## config.mk

```make
export PLATFORM = sky130hd
export DESIGN_NAME = gamepad_report_to_keys_mapper
export DESIGN_NICKNAME = d
export VERILOG_FILES = /design/src/hw/rtl/gprk_pkg.sv /design/src/hw/rtl/gamepad_report_to_keys_mapper.sv
export SDC_FILE = /design/constraint.sdc
export NUM_CORES = 2
export LEC_CHECK = 0
export BUFFER_PORTS_ARGS = -buffer_cell sky130_fd_sc_hd__buf_2
export CAP_MARGIN = 20
export CORE_MARGIN = 4
export CORE_UTILIZATION = 40
export CTS_BUF_LIST = sky130_fd_sc_hd__clkbuf_16
export DETAILED_ROUTE_END_ITERATION = 8
export PLACE_DENSITY = 0.54
export SETUP_SLACK_MARGIN = 0.3
export SLEW_MARGIN = 10
export SYNTH_ARGS = -nofsm -noshare
export SYNTH_HDL_FRONTEND = slang
export SYNTH_SLANG_ARGS = --single-unit
```

## constraint.sdc

```tcl
create_clock -name clk -period 14.8 [get_ports clk]
set_input_delay 0.74 -clock clk [delete_from_list [all_inputs] [get_ports clk]]
set_output_delay 0.74 -clock clk [all_outputs]
set_load 0.01 [all_outputs]
```

## src/hw/rtl/gprk_pkg.sv

```systemverilog
// Shared types and constants for the pad report to key word mapper.
`default_nettype none
package gprk_pkg;

  localparam int PORT_COUNT_DEF = 4;
  localparam int REPORT_LEN     = 37;
  localparam int STORE_DEPTH    = REPORT_LEN - 1;
  localparam int PORT_BYTES     = 9;
  localparam int CNT_MAX        = 63;
  localparam int AXIS_PEAK      = 85;
  localparam int AXIS_DIV       = 12700;
  localparam int DZ_SCALE       = 16129;
  localparam int RECIP_100      = 5243;
  localparam int RECIP_SHIFT    = 19;
  // floor(n / 12700) as (n * DIV_RECIP) >> DIV_SHIFT, exact for n < 3425000
  localparam int DIV_RECIP      = 2705492;
  localparam int DIV_SHIFT      = 35;

  localparam logic [6:0] DZ_RESET   = 7'd9;
  localparam logic [7:0] SENS_RESET = 8'd100;
  localparam logic [6:0] TRIG_RESET = 7'd50;
  localparam logic [6:0] CST_RESET  = 7'd40;

  typedef enum logic [1:0] {
    REG_DEADZONE    = 2'd0,
    REG_SENSITIVITY = 2'd1,
    REG_TRIGGER     = 2'd2,
    REG_CSTICK      = 2'd3
  } gprk_reg_t;

  typedef enum logic [2:0] {
    ST_IDLE,
    ST_READ,
    ST_MUL1,
    ST_MUL2,
    ST_DIV,
    ST_FIN,
    ST_OUT
  } gprk_state_t;

  // floor(127 * pct / 100) by reciprocal, exact for pct < 128
  function automatic logic [7:0] pct_of_127(input logic [6:0] pct);
    logic [13:0] x;
    logic [26:0] p;
    x = {pct, 7'b0} - {7'b0, pct};
    p = {13'b0, x} * 27'(RECIP_100);
    return p[RECIP_SHIFT +: 8];
  endfunction

endpackage
`default_nettype wire

```

## src/hw/rtl/gamepad_report_to_keys_mapper.sv

```systemverilog
// Top level: stores pad report bytes and turns each port into a key word.
`default_nettype none
// Report bytes are accepted one per cycle while the block is idle and written
// into a 36-byte report memory. On the byte flagged end_of_report the block
// stops taking bytes and produces PORT_COUNT key words, one after another.
// Each word is built in turn: ST_READ fetches the port's nine bytes through
// the memory's single read port, ST_MUL1 and ST_MUL2 multiply the stick
// values, ST_DIV divides the scaled stick value by 12700 with a reciprocal
// multiply, and ST_FIN forms the word, which is then held in the output
// register until taken. Byte input resumes after the last word is taken.
// A report of other than 37 bytes gives all-zero words with length_error set.
module gamepad_report_to_keys_mapper #(
  parameter int PORT_COUNT = gprk_pkg::PORT_COUNT_DEF
) (
  input  wire logic              clk,
  input  wire logic              rst_n,
  input  wire logic              in_valid,
  output logic                   in_ready,
  input  wire logic [7:0]        in_report_byte,
  input  wire logic              in_end_of_report,
  input  wire logic              cfg_valid,
  output logic                   cfg_ready,
  input  wire logic [1:0]        cfg_index,
  input  wire logic [7:0]        cfg_data,
  output logic                   out_valid,
  input  wire logic              out_ready,
  output logic [1:0]             out_port_number,
  output logic                   out_port_present,
  output logic [15:0]            out_digital_buttons,
  output logic signed [7:0]      out_x_axis,
  output logic signed [7:0]      out_y_axis,
  output logic                   out_length_error,
  output logic                   out_last_port
);
  import gprk_pkg::*;

  gprk_state_t state_r, state_nxt;

  logic [6:0]  dz_r;
  logic [7:0]  sens_r;
  logic [6:0]  trig_r;
  logic [6:0]  cst_r;
  logic [7:0]  tthr_r;
  logic [7:0]  cthr_r;
  logic [20:0] dzlim_r;

  logic [7:0]  mem [STORE_DEPTH];
  logic [7:0]  rd_r;
  logic        rd_en;
  logic [5:0]  rd_addr;
  logic        wr_en;

  logic [5:0]  cnt_r;
  logic        bad_r;
  logic [1:0]  port_r;
  logic [5:0]  base_r;
  logic [3:0]  k_r;
  logic [7:0]  bytes_r [PORT_BYTES];

  logic        negx_r, negy_r;
  logic [15:0] px_r, py_r;
  logic        dzx_r, dzy_r;
  logic [21:0] remx_r, remy_r;
  logic [7:0]  qx_r, qy_r;

  logic        in_acc, out_acc, last_port;
  logic [7:0]  sx, sy;
  logic [7:0]  magx, magy;
  logic [21:0] nx, ny;
  logic [43:0] qpx, qpy;
  logic signed [9:0] cx, cy, cthr_s;
  logic [15:0] keys;
  logic signed [7:0] ax, ay;

  assign in_acc    = in_valid && in_ready;
  assign out_acc   = out_valid && out_ready;
  assign cfg_ready = 1'b1;
  assign last_port = (port_r == 2'(PORT_COUNT - 1));
  assign wr_en     = in_acc && (cnt_r >= 6'd1) && (cnt_r <= 6'(STORE_DEPTH));
  assign rd_addr   = base_r + {2'b0, k_r};

  // configuration and derived thresholds
  always_ff @(posedge clk) begin
    if (!rst_n) begin
      dz_r   <= DZ_RESET;
      sens_r <= SENS_RESET;
      trig_r <= TRIG_RESET;
      cst_r  <= CST_RESET;
    end else if (cfg_valid && cfg_ready) begin
      unique case (gprk_reg_t'(cfg_index))
        REG_DEADZONE:    dz_r   <= cfg_data[6:0];
        REG_SENSITIVITY: sens_r <= cfg_data;
        REG_TRIGGER:     trig_r <= cfg_data[6:0];
        REG_CSTICK:      cst_r  <= cfg_data[6:0];
      endcase
    end
  end

  always_ff @(posedge clk) begin
    tthr_r  <= pct_of_127(trig_r);
    cthr_r  <= pct_of_127(cst_r);
    dzlim_r <= 21'(dz_r) * 21'(DZ_SCALE);
  end

  // report memory
  always_ff @(posedge clk) begin
    if (wr_en) mem[cnt_r - 6'd1] <= in_report_byte;
    if (rd_en) rd_r <= mem[rd_addr];
  end

  // next state
  always_comb begin
    state_nxt = state_r;
    unique case (state_r)
      ST_IDLE: if (in_acc && in_end_of_report) state_nxt = ST_READ;
      ST_READ: if (k_r == 4'(PORT_BYTES)) state_nxt = ST_MUL1;
      ST_MUL1: state_nxt = ST_MUL2;
      ST_MUL2: state_nxt = ST_DIV;
      ST_DIV:  state_nxt = ST_FIN;
      ST_FIN:  state_nxt = ST_OUT;
      ST_OUT:  if (out_acc) state_nxt = last_port ? ST_IDLE : ST_READ;
      default: state_nxt = ST_IDLE;
    endcase
  end

  // state outputs
  always_comb begin
    in_ready  = 1'b0;
    out_valid = 1'b0;
    rd_en     = 1'b0;
    unique case (state_r)
      ST_IDLE: in_ready  = 1'b1;
      ST_READ: rd_en     = (k_r < 4'(PORT_BYTES));
      ST_OUT:  out_valid = 1'b1;
      default: ;
    endcase
  end

  always_ff @(posedge clk) begin
    if (!rst_n) state_r <= ST_IDLE;
    else        state_r <= state_nxt;
  end

  // byte counter and port sequencing
  always_ff @(posedge clk) begin
    if (!rst_n) begin
      cnt_r  <= '0;
      port_r <= '0;
      base_r <= '0;
      k_r    <= '0;
      bad_r  <= 1'b0;
    end else begin
      if (in_acc) begin
        if (in_end_of_report) begin
          cnt_r  <= '0;
          bad_r  <= (cnt_r != 6'(REPORT_LEN - 1));
          port_r <= '0;
          base_r <= '0;
          k_r    <= '0;
        end else if (cnt_r != 6'(CNT_MAX)) begin
          cnt_r <= cnt_r + 6'd1;
        end
      end
      if (state_r == ST_READ) k_r <= k_r + 4'd1;
      if (state_r == ST_OUT && out_acc) begin
        port_r <= port_r + 2'd1;
        base_r <= base_r + 6'(PORT_BYTES);
        k_r    <= '0;
      end
    end
  end

  // stick magnitudes, raw ^ 0x80 as a signed byte
  assign sx    = {~bytes_r[3][7], bytes_r[3][6:0]};
  assign sy    = {~bytes_r[4][7], bytes_r[4][6:0]};
  assign magx  = sx[7] ? 8'(-sx) : sx;
  assign magy  = sy[7] ? 8'(-sy) : sy;
  assign nx    = 22'(px_r) * 22'(AXIS_PEAK);
  assign ny    = 22'(py_r) * 22'(AXIS_PEAK);
  assign qpx   = 44'(remx_r) * 44'(DIV_RECIP);
  assign qpy   = 44'(remy_r) * 44'(DIV_RECIP);

  // datapath
  always_ff @(posedge clk) begin
    if (state_r == ST_READ && k_r != 4'd0) begin
      for (int i = 0; i < PORT_BYTES - 1; i++) bytes_r[i] <= bytes_r[i + 1];
      bytes_r[PORT_BYTES - 1] <= rd_r;
    end
    if (state_r == ST_MUL1) begin
      negx_r <= sx[7];
      negy_r <= sy[7];
      px_r   <= 16'(magx) * 16'(sens_r);
      py_r   <= 16'(magy) * 16'(sens_r);
    end
    if (state_r == ST_MUL2) begin
      remx_r <= nx;
      remy_r <= ny;
      dzx_r  <= (nx <= 22'(dzlim_r));
      dzy_r  <= (ny <= 22'(dzlim_r));
    end
    if (state_r == ST_DIV) begin
      qx_r <= qpx[DIV_SHIFT +: 8];
      qy_r <= qpy[DIV_SHIFT +: 8];
    end
  end

  // key word
  assign cthr_s = signed'({2'b0, cthr_r});
  assign cx = 10'(signed'({~bytes_r[5][7], bytes_r[5][6:0]}));
  assign cy = 10'(signed'({~bytes_r[6][7], bytes_r[6][6:0]}));

  always_comb begin
    keys     = '0;
    keys[0]  = bytes_r[1][5];
    keys[1]  = bytes_r[1][4];
    keys[2]  = bytes_r[1][6];
    keys[3]  = bytes_r[1][7];
    keys[4]  = bytes_r[2][0];
    keys[5]  = bytes_r[2][1];
    keys[6]  = bytes_r[1][1];
    keys[7]  = bytes_r[1][0];
    keys[8]  = (cx > cthr_s);
    keys[9]  = (cx < -cthr_s);
    keys[10] = (cy < -cthr_s);
    keys[11] = (cy > cthr_s);
    keys[12] = (bytes_r[8] > tthr_r);
    keys[13] = (bytes_r[7] > tthr_r);
  end

  always_comb begin
    if (dzx_r)           ax = '0;
    else if (negx_r)     ax = (qx_r >= 8'd128) ? -8'sd128 : 8'(-qx_r);
    else                 ax = (qx_r >= 8'd128) ? 8'sd127 : signed'(qx_r);
    if (dzy_r)           ay = '0;
    else if (negy_r)     ay = (qy_r >= 8'd128) ? -8'sd128 : 8'(-qy_r);
    else                 ay = (qy_r >= 8'd128) ? 8'sd127 : signed'(qy_r);
  end

  always_ff @(posedge clk) begin
    if (state_r == ST_FIN) begin
      out_port_number  <= port_r;
      out_length_error <= bad_r;
      out_last_port    <= last_port;
      if (bad_r || bytes_r[0] == 8'd0) begin
        out_port_present    <= 1'b0;
        out_digital_buttons <= '0;
        out_x_axis          <= '0;
        out_y_axis          <= '0;
      end else begin
        out_port_present    <= 1'b1;
        out_digital_buttons <= keys;
        out_x_axis          <= ax;
        out_y_axis          <= ay;
      end
    end
  end

endmodule
`default_nettype wire

```

; ---- After elaboration in Yosys (flattened, before gate mapping)
; Memories as Yosys holds them, arrays and structs flattened. A register that Yosys moved wholly into a read port is not among the register bits.
; Cells that the tools add are included.
[word_totals]
ff_bits = 221
ram_bits = 360
inputBits = 24
output_inout_bits = 40
elab_cells = 150
mem_count = 2
[op_classes]
addsub = 13
multipliers = 9
magnitude_cmp = 13
eq_ne = 16
n_mux = 32
n_bitwise = 5
n_reduce_logical = 29
[mem_list]
columns = name, words, width, rd, rd_clocked_by_memory_dff, write_ports, line_no
row1 = mem, 36, 8, 1, 1, 1, gamepad_report_to_keys_mapper.sv:47  ; logic [7:0] mem [STORE_DEPTH];
row2 = bytes_r, 9, 8, 9, 0, 9, gamepad_report_to_keys_mapper.sv:58  ; logic [7:0] bytes_r [PORT_BYTES];
[op_table]
columns = cell, count
row1 = multiplier 22 x 20 -> 41 bit (second input constant), 2
row2 = 2-to-1 mux 8 bit, 8
row3 = multiplier 14 x 13 -> 27 bit (second input constant), 2
row4 = <= comparator 22 x 21 -> 1 bit, 2
row5 = multiplier 16 x 7 -> 22 bit (second input constant), 2
row6 = multiplier 8 x 8 -> 16 bit, 2
row7 = negator 8 bit, 4
row8 = 2-to-1 mux 6 bit, 5
row9 = subtractor 14 x 7 -> 14 bit, 2
row10 = multiplier 7 x 14 -> 21 bit (second input constant), 1
row11 = case mux 3 bit (7 select lines), 1
row12 = less-than comparator 8 x 10 -> 1 bit, 2
row13 = greater-than comparator 8 x 9 -> 1 bit, 2
row14 = greater-or-equal comparator 8 bit (second input constant), 2
row15 = greater-than comparator 8 bit, 2
row16 = AND reduction 2 bit, 8
row17 = 2-to-1 mux 4 bit, 3
row18 = inequality test 6 bit (second input constant), 2
row19 = negator 8 -> 10 bit, 1
row20 = nonzero test 2 bit, 5
row21 = == test 3 bit (second input constant), 3
row22 = 2-to-1 mux 1 bit, 9
row23 = 2-to-1 mux 3 bit, 3
row24 = zero test 8 bit, 1
row25 = other kinds (24), 43

; ---- Depth between registers and ports, before layout
[depth]
depth_word = 7
ltp_mapped = 27
mapped_depth_nobuf = 26

; ---- Least setup slack after synthesis
; Ideal clock, no wire load.
[synth_path]
path_kind = register -> register
from = register remy_r[4]
to = register qy_r[7], data pin
setup_time_ns = 0.265
arrival_ns = 5.836
t_required_ns = 14.535
setup_slack_ns = 8.698
path_stages_with_launch = 23
path_buffers = 0
period_less_slack_ns = 6.102
path_cell_list = edfxtp_1 -> ha_1 -> inv_1 -> fa_1 -> fa_1 -> inv_1 -> fa_1 -> inv_1 -> fa_1 -> inv_1 -> fa_1 -> inv_1 -> fa_1 -> inv_1 -> ha_1 -> and3_1 -> and4_1 -> nand4_1 -> o2111ai_1 -> o211ai_1 -> a21oi_2 -> and4_1 -> or3_1
[synth_via]
elab_chain_cells = 1
[synth_rtl]
columns = item, line_no
row1 = start: declaration, gamepad_report_to_keys_mapper.sv:63  ; logic [21:0] remx_r, remy_r;
row2 = start signal: assignment, gamepad_report_to_keys_mapper.sv:197  ; remy_r <= ny;
row3 = multiplier 22 x 20 -> 41 bit, gamepad_report_to_keys_mapper.sv:181  ; assign qpy = 44'(remy_r) * 44'(DIV_RECIP);
row4 = net qpy[42], gamepad_report_to_keys_mapper.sv:70  ; logic [43:0] qpx, qpy;
row5 = end signal: assignment, gamepad_report_to_keys_mapper.sv:203  ; qy_r <= qpy[DIV_SHIFT +: 8];
row6 = end: declaration, gamepad_report_to_keys_mapper.sv:64  ; logic [7:0] qx_r, qy_r;
; The timed path passes the listed nets, and every way through them passes these cells.
; A chain may end at the register's enable or synchronous reset.

; ---- Worst setup path after layout
[layout_path]
from = register cst_r[0]
to = register cthr_r[7]
[layout_via]
elab_chain_cells = 2
[layout_rtl]
columns = item, line_no
row1 = start: declaration, gamepad_report_to_keys_mapper.sv:42  ; logic [6:0] cst_r;
row2 = start signal: assignment, gamepad_report_to_keys_mapper.sv:94  ; REG_CSTICK: cst_r <= cfg_data[6:0];
row3 = subtractor 14 x 7 -> 14 bit, gprk_pkg.sv:45  ; x = {pct, 7'b0} - {7'b0, pct};
row4 = multiplier 14 x 13 -> 27 bit, gprk_pkg.sv:46  ; p = {13'b0, x} * 27'(RECIP_100);
row5 = end signal: assignment, gamepad_report_to_keys_mapper.sv:101  ; cthr_r <= pct_of_127(cst_r);
row6 = end: declaration, gamepad_report_to_keys_mapper.sv:44  ; logic [7:0] cthr_r;
; No other way between the ends.

==> results.cfg <==
[cts]
clk_pin_slew_ns = 0.06
clkLatencyLatePin_ns = 0.69
post_cts_resized = 0
cts_hold_buf = 0
cts_setup_buffers = 0
htreeDepth = 3
cts_tree = built
cts_max_path_buffers = 3
clkSinkCount = 585
cts-root-buf = clkbuf_16
cts_buffers = 71

[setup_path]
crit_path_end_kind = register
required_ns = 15.39
crit_path_frequent_cell = inv_1
crit_buf_inv = 5
path_class = reg -> reg
cp_slowest_stage_delay_ns = 0.71
ff2ff_setup_slack_ns = 7.98
cp_max_fo = 15
cp.arrival_ns = 7.41
slowest_stage = o21ai_0
start_kind = register
crit_family = adder cells

[sta]
min_period_ns = 6.82
clock_skew_ns = 0.0703
hold_viol = 0
tightest_slew_ns = 1.00
fin_crit_sh_pct = 46.1
fin_ws_ns = 7.98
tns_ns = 0
slew_headroom_pct = 32.8
finalMaxSlewViolations = 0
finalSetupViolations = 0
rsz0062_at_grt = no
clock.fmax_mhz = 147

[logic_synthesis]
ys_ff_latch = 585
ys.flop_type = edfxtp_1
synth.avg_cell_area_um2 = 11.6
synth_cell_types = 75
async_flop_share_pct = 0
yosysTopAreaCell = edfxtp_1
yosysSeqAreaShare_pct = 33.2
synth_top_area_share_pct = 29.7
synth-warning-count = 0
ys_top_cells_by_area = edfxtp_1 30%, ha_1 22%, fa_1 17%
synth_most_common_cell = inv_1
synth_common_cells = 915 x inv_1, 886 x ha_1, 499 x edfxtp_1
syn_area_um2 = 50400
syn-instance-count = 4345
synth_edf_count = 499

[cells_and_area]
antennaDiodeCount = 0
fin_nets = 5777
finalNonFillerCells = 6126
syn_to_final_growth_pct = 9.38
drive_gt1_share_pct = 6.79

[routing]
drc = 0
num_vias = 30400
routed_wl_um = 108000
vias_per_cell = 4.96
wl_per_cell_um = 17.6
final_antenna_net_count = 0
firstDrtPassIters = 7
first_iter_violations = 1400

[floorplanning]
core_um2 = 124000
io_pins = 64
chipWidth_um = 363
dieHeight_um = 363
rows = 129
start_util_pct = 40.5
dieArea_um2 = 132000

[grt]
grt_pass1_vias = 32300
grt_max_degree = 73
grt_pass1_wl_um = 176000
grt_util_all_layers_pct = 17.0
antenna_found_initial = 2
overflow = 0

[flow_run]
cap_viol_max_count = 0

[placed_design]
dp_hpwl_um = 86400
port_buffers = 60
dp_cells = 5992
dpl_worst_slack_ns = 7.99
gp_congestion = 0.861

[outcome]
status = finished clean

[hold_path]
hold_path.class = in -> reg
flip-flops by register name, summed over array words and instances (netlist names), 14 cells and up:
name	cells
out_digital_buttons	14
remx_r	22
px_r	16
mem	288
remy_r	22
py_r	16
dzlim_r	19
bytes_r	72
per-layer routing:
metal  share of wire (%)  vias up  track usage (%)
met4                 2.8        4             4.84
met3                 4.0      147             2.98
met2                  48      459             28.5
li1                    -    14900                -
met1                  46    14900             22.7
met5               0.025        -                0
cell families after synthesis:
kind of cell,after synthesis,synth area share (%)
adder cells (fa/ha/maj),1323,39.4
buffers and inverters,979,7.34
AND/OR/NAND/NOR,748,7.30
flip-flops,585,33.2
AO/OA/AOI/OAI,455,5.94
XOR/XNOR,145,2.54
multiplexers,108,4.33
other,2,0.0149
per-stage QoR:
step / hold WS, ns / instance area, µm² / util (%)
final: 0.398 / 55100 / 44.3
after global routing: 0.368 / 55100 / 44.3
after CTS: 0.333 / 55100 / 44.3
after detailed placement: 0.405 / 52600 / 42.3
after global placement: 0.402 / 52600 / 42.3
after floorplan: 0.371 / 50400 / -
cell usage in the layout, fill, tap and decap left out, types with 86 or more instances in the layout:
master,n
edfxtp_1,499
ha_1,885
xnor2_1,105
inv_1,920
nor2_1,203
a21oi_1,147
nand2_1,180
fa_1,436
dfxtp_1,86
mux4_2,88
worst reg2reg max path, stage by stage (launching register included):
cell      delay (ns)
dfxtp_1         0.67
inv_1           0.10
ha_1            0.22
nand2b_1        0.10
nor2_1          0.09
nand2_1         0.11
nor2_1          0.06
o21ai_0         0.71
inv_1           0.23
fa_1            0.63
inv_1           0.05
ha_1            0.29
fa_1            0.45
fa_1            0.52
inv_1           0.05
fa_1            0.47
inv_1           0.04
ha_1            0.30
a21o_1          0.17
a21o_1          0.18
a21oi_1         0.21
o22ai_1         0.12
o21ai_1         0.34
o21ai_1         0.15
o41ai_1         0.36
xnor2_1         0.16
cell type report:
type / instances / area, µm²
Clock buffer: 72 / 1800
Clock inverter: 60 / 659
Fill cell: 11700 / 69300
Inverter: 915 / 3430
Multi-Input combinational cell: 2782 / 30000
Sequential cell: 585 / 16700
Tap cell: 1637 / 2050
Timing Repair Buffer: 75 / 410
worst paths after layout:
| kind | startpoint | endpoint | cells after the start |
|---|---|---|---|
| worst min-delay path | in_end_of_report | cnt_r[1] | 3 |
| worst max register to register | cst_r[0] | cthr_r[7] | 25 |
| worst max-delay path | cst_r[0] | cthr_r[7] | 25 |
| worst min register to register | bytes_r[0][40] | bytes_r[0][32] | 0 |
Power is left out: the tool's default activity adds up to more than one toggle a clock period on the data nets, which glitch-free logic cannot reach.
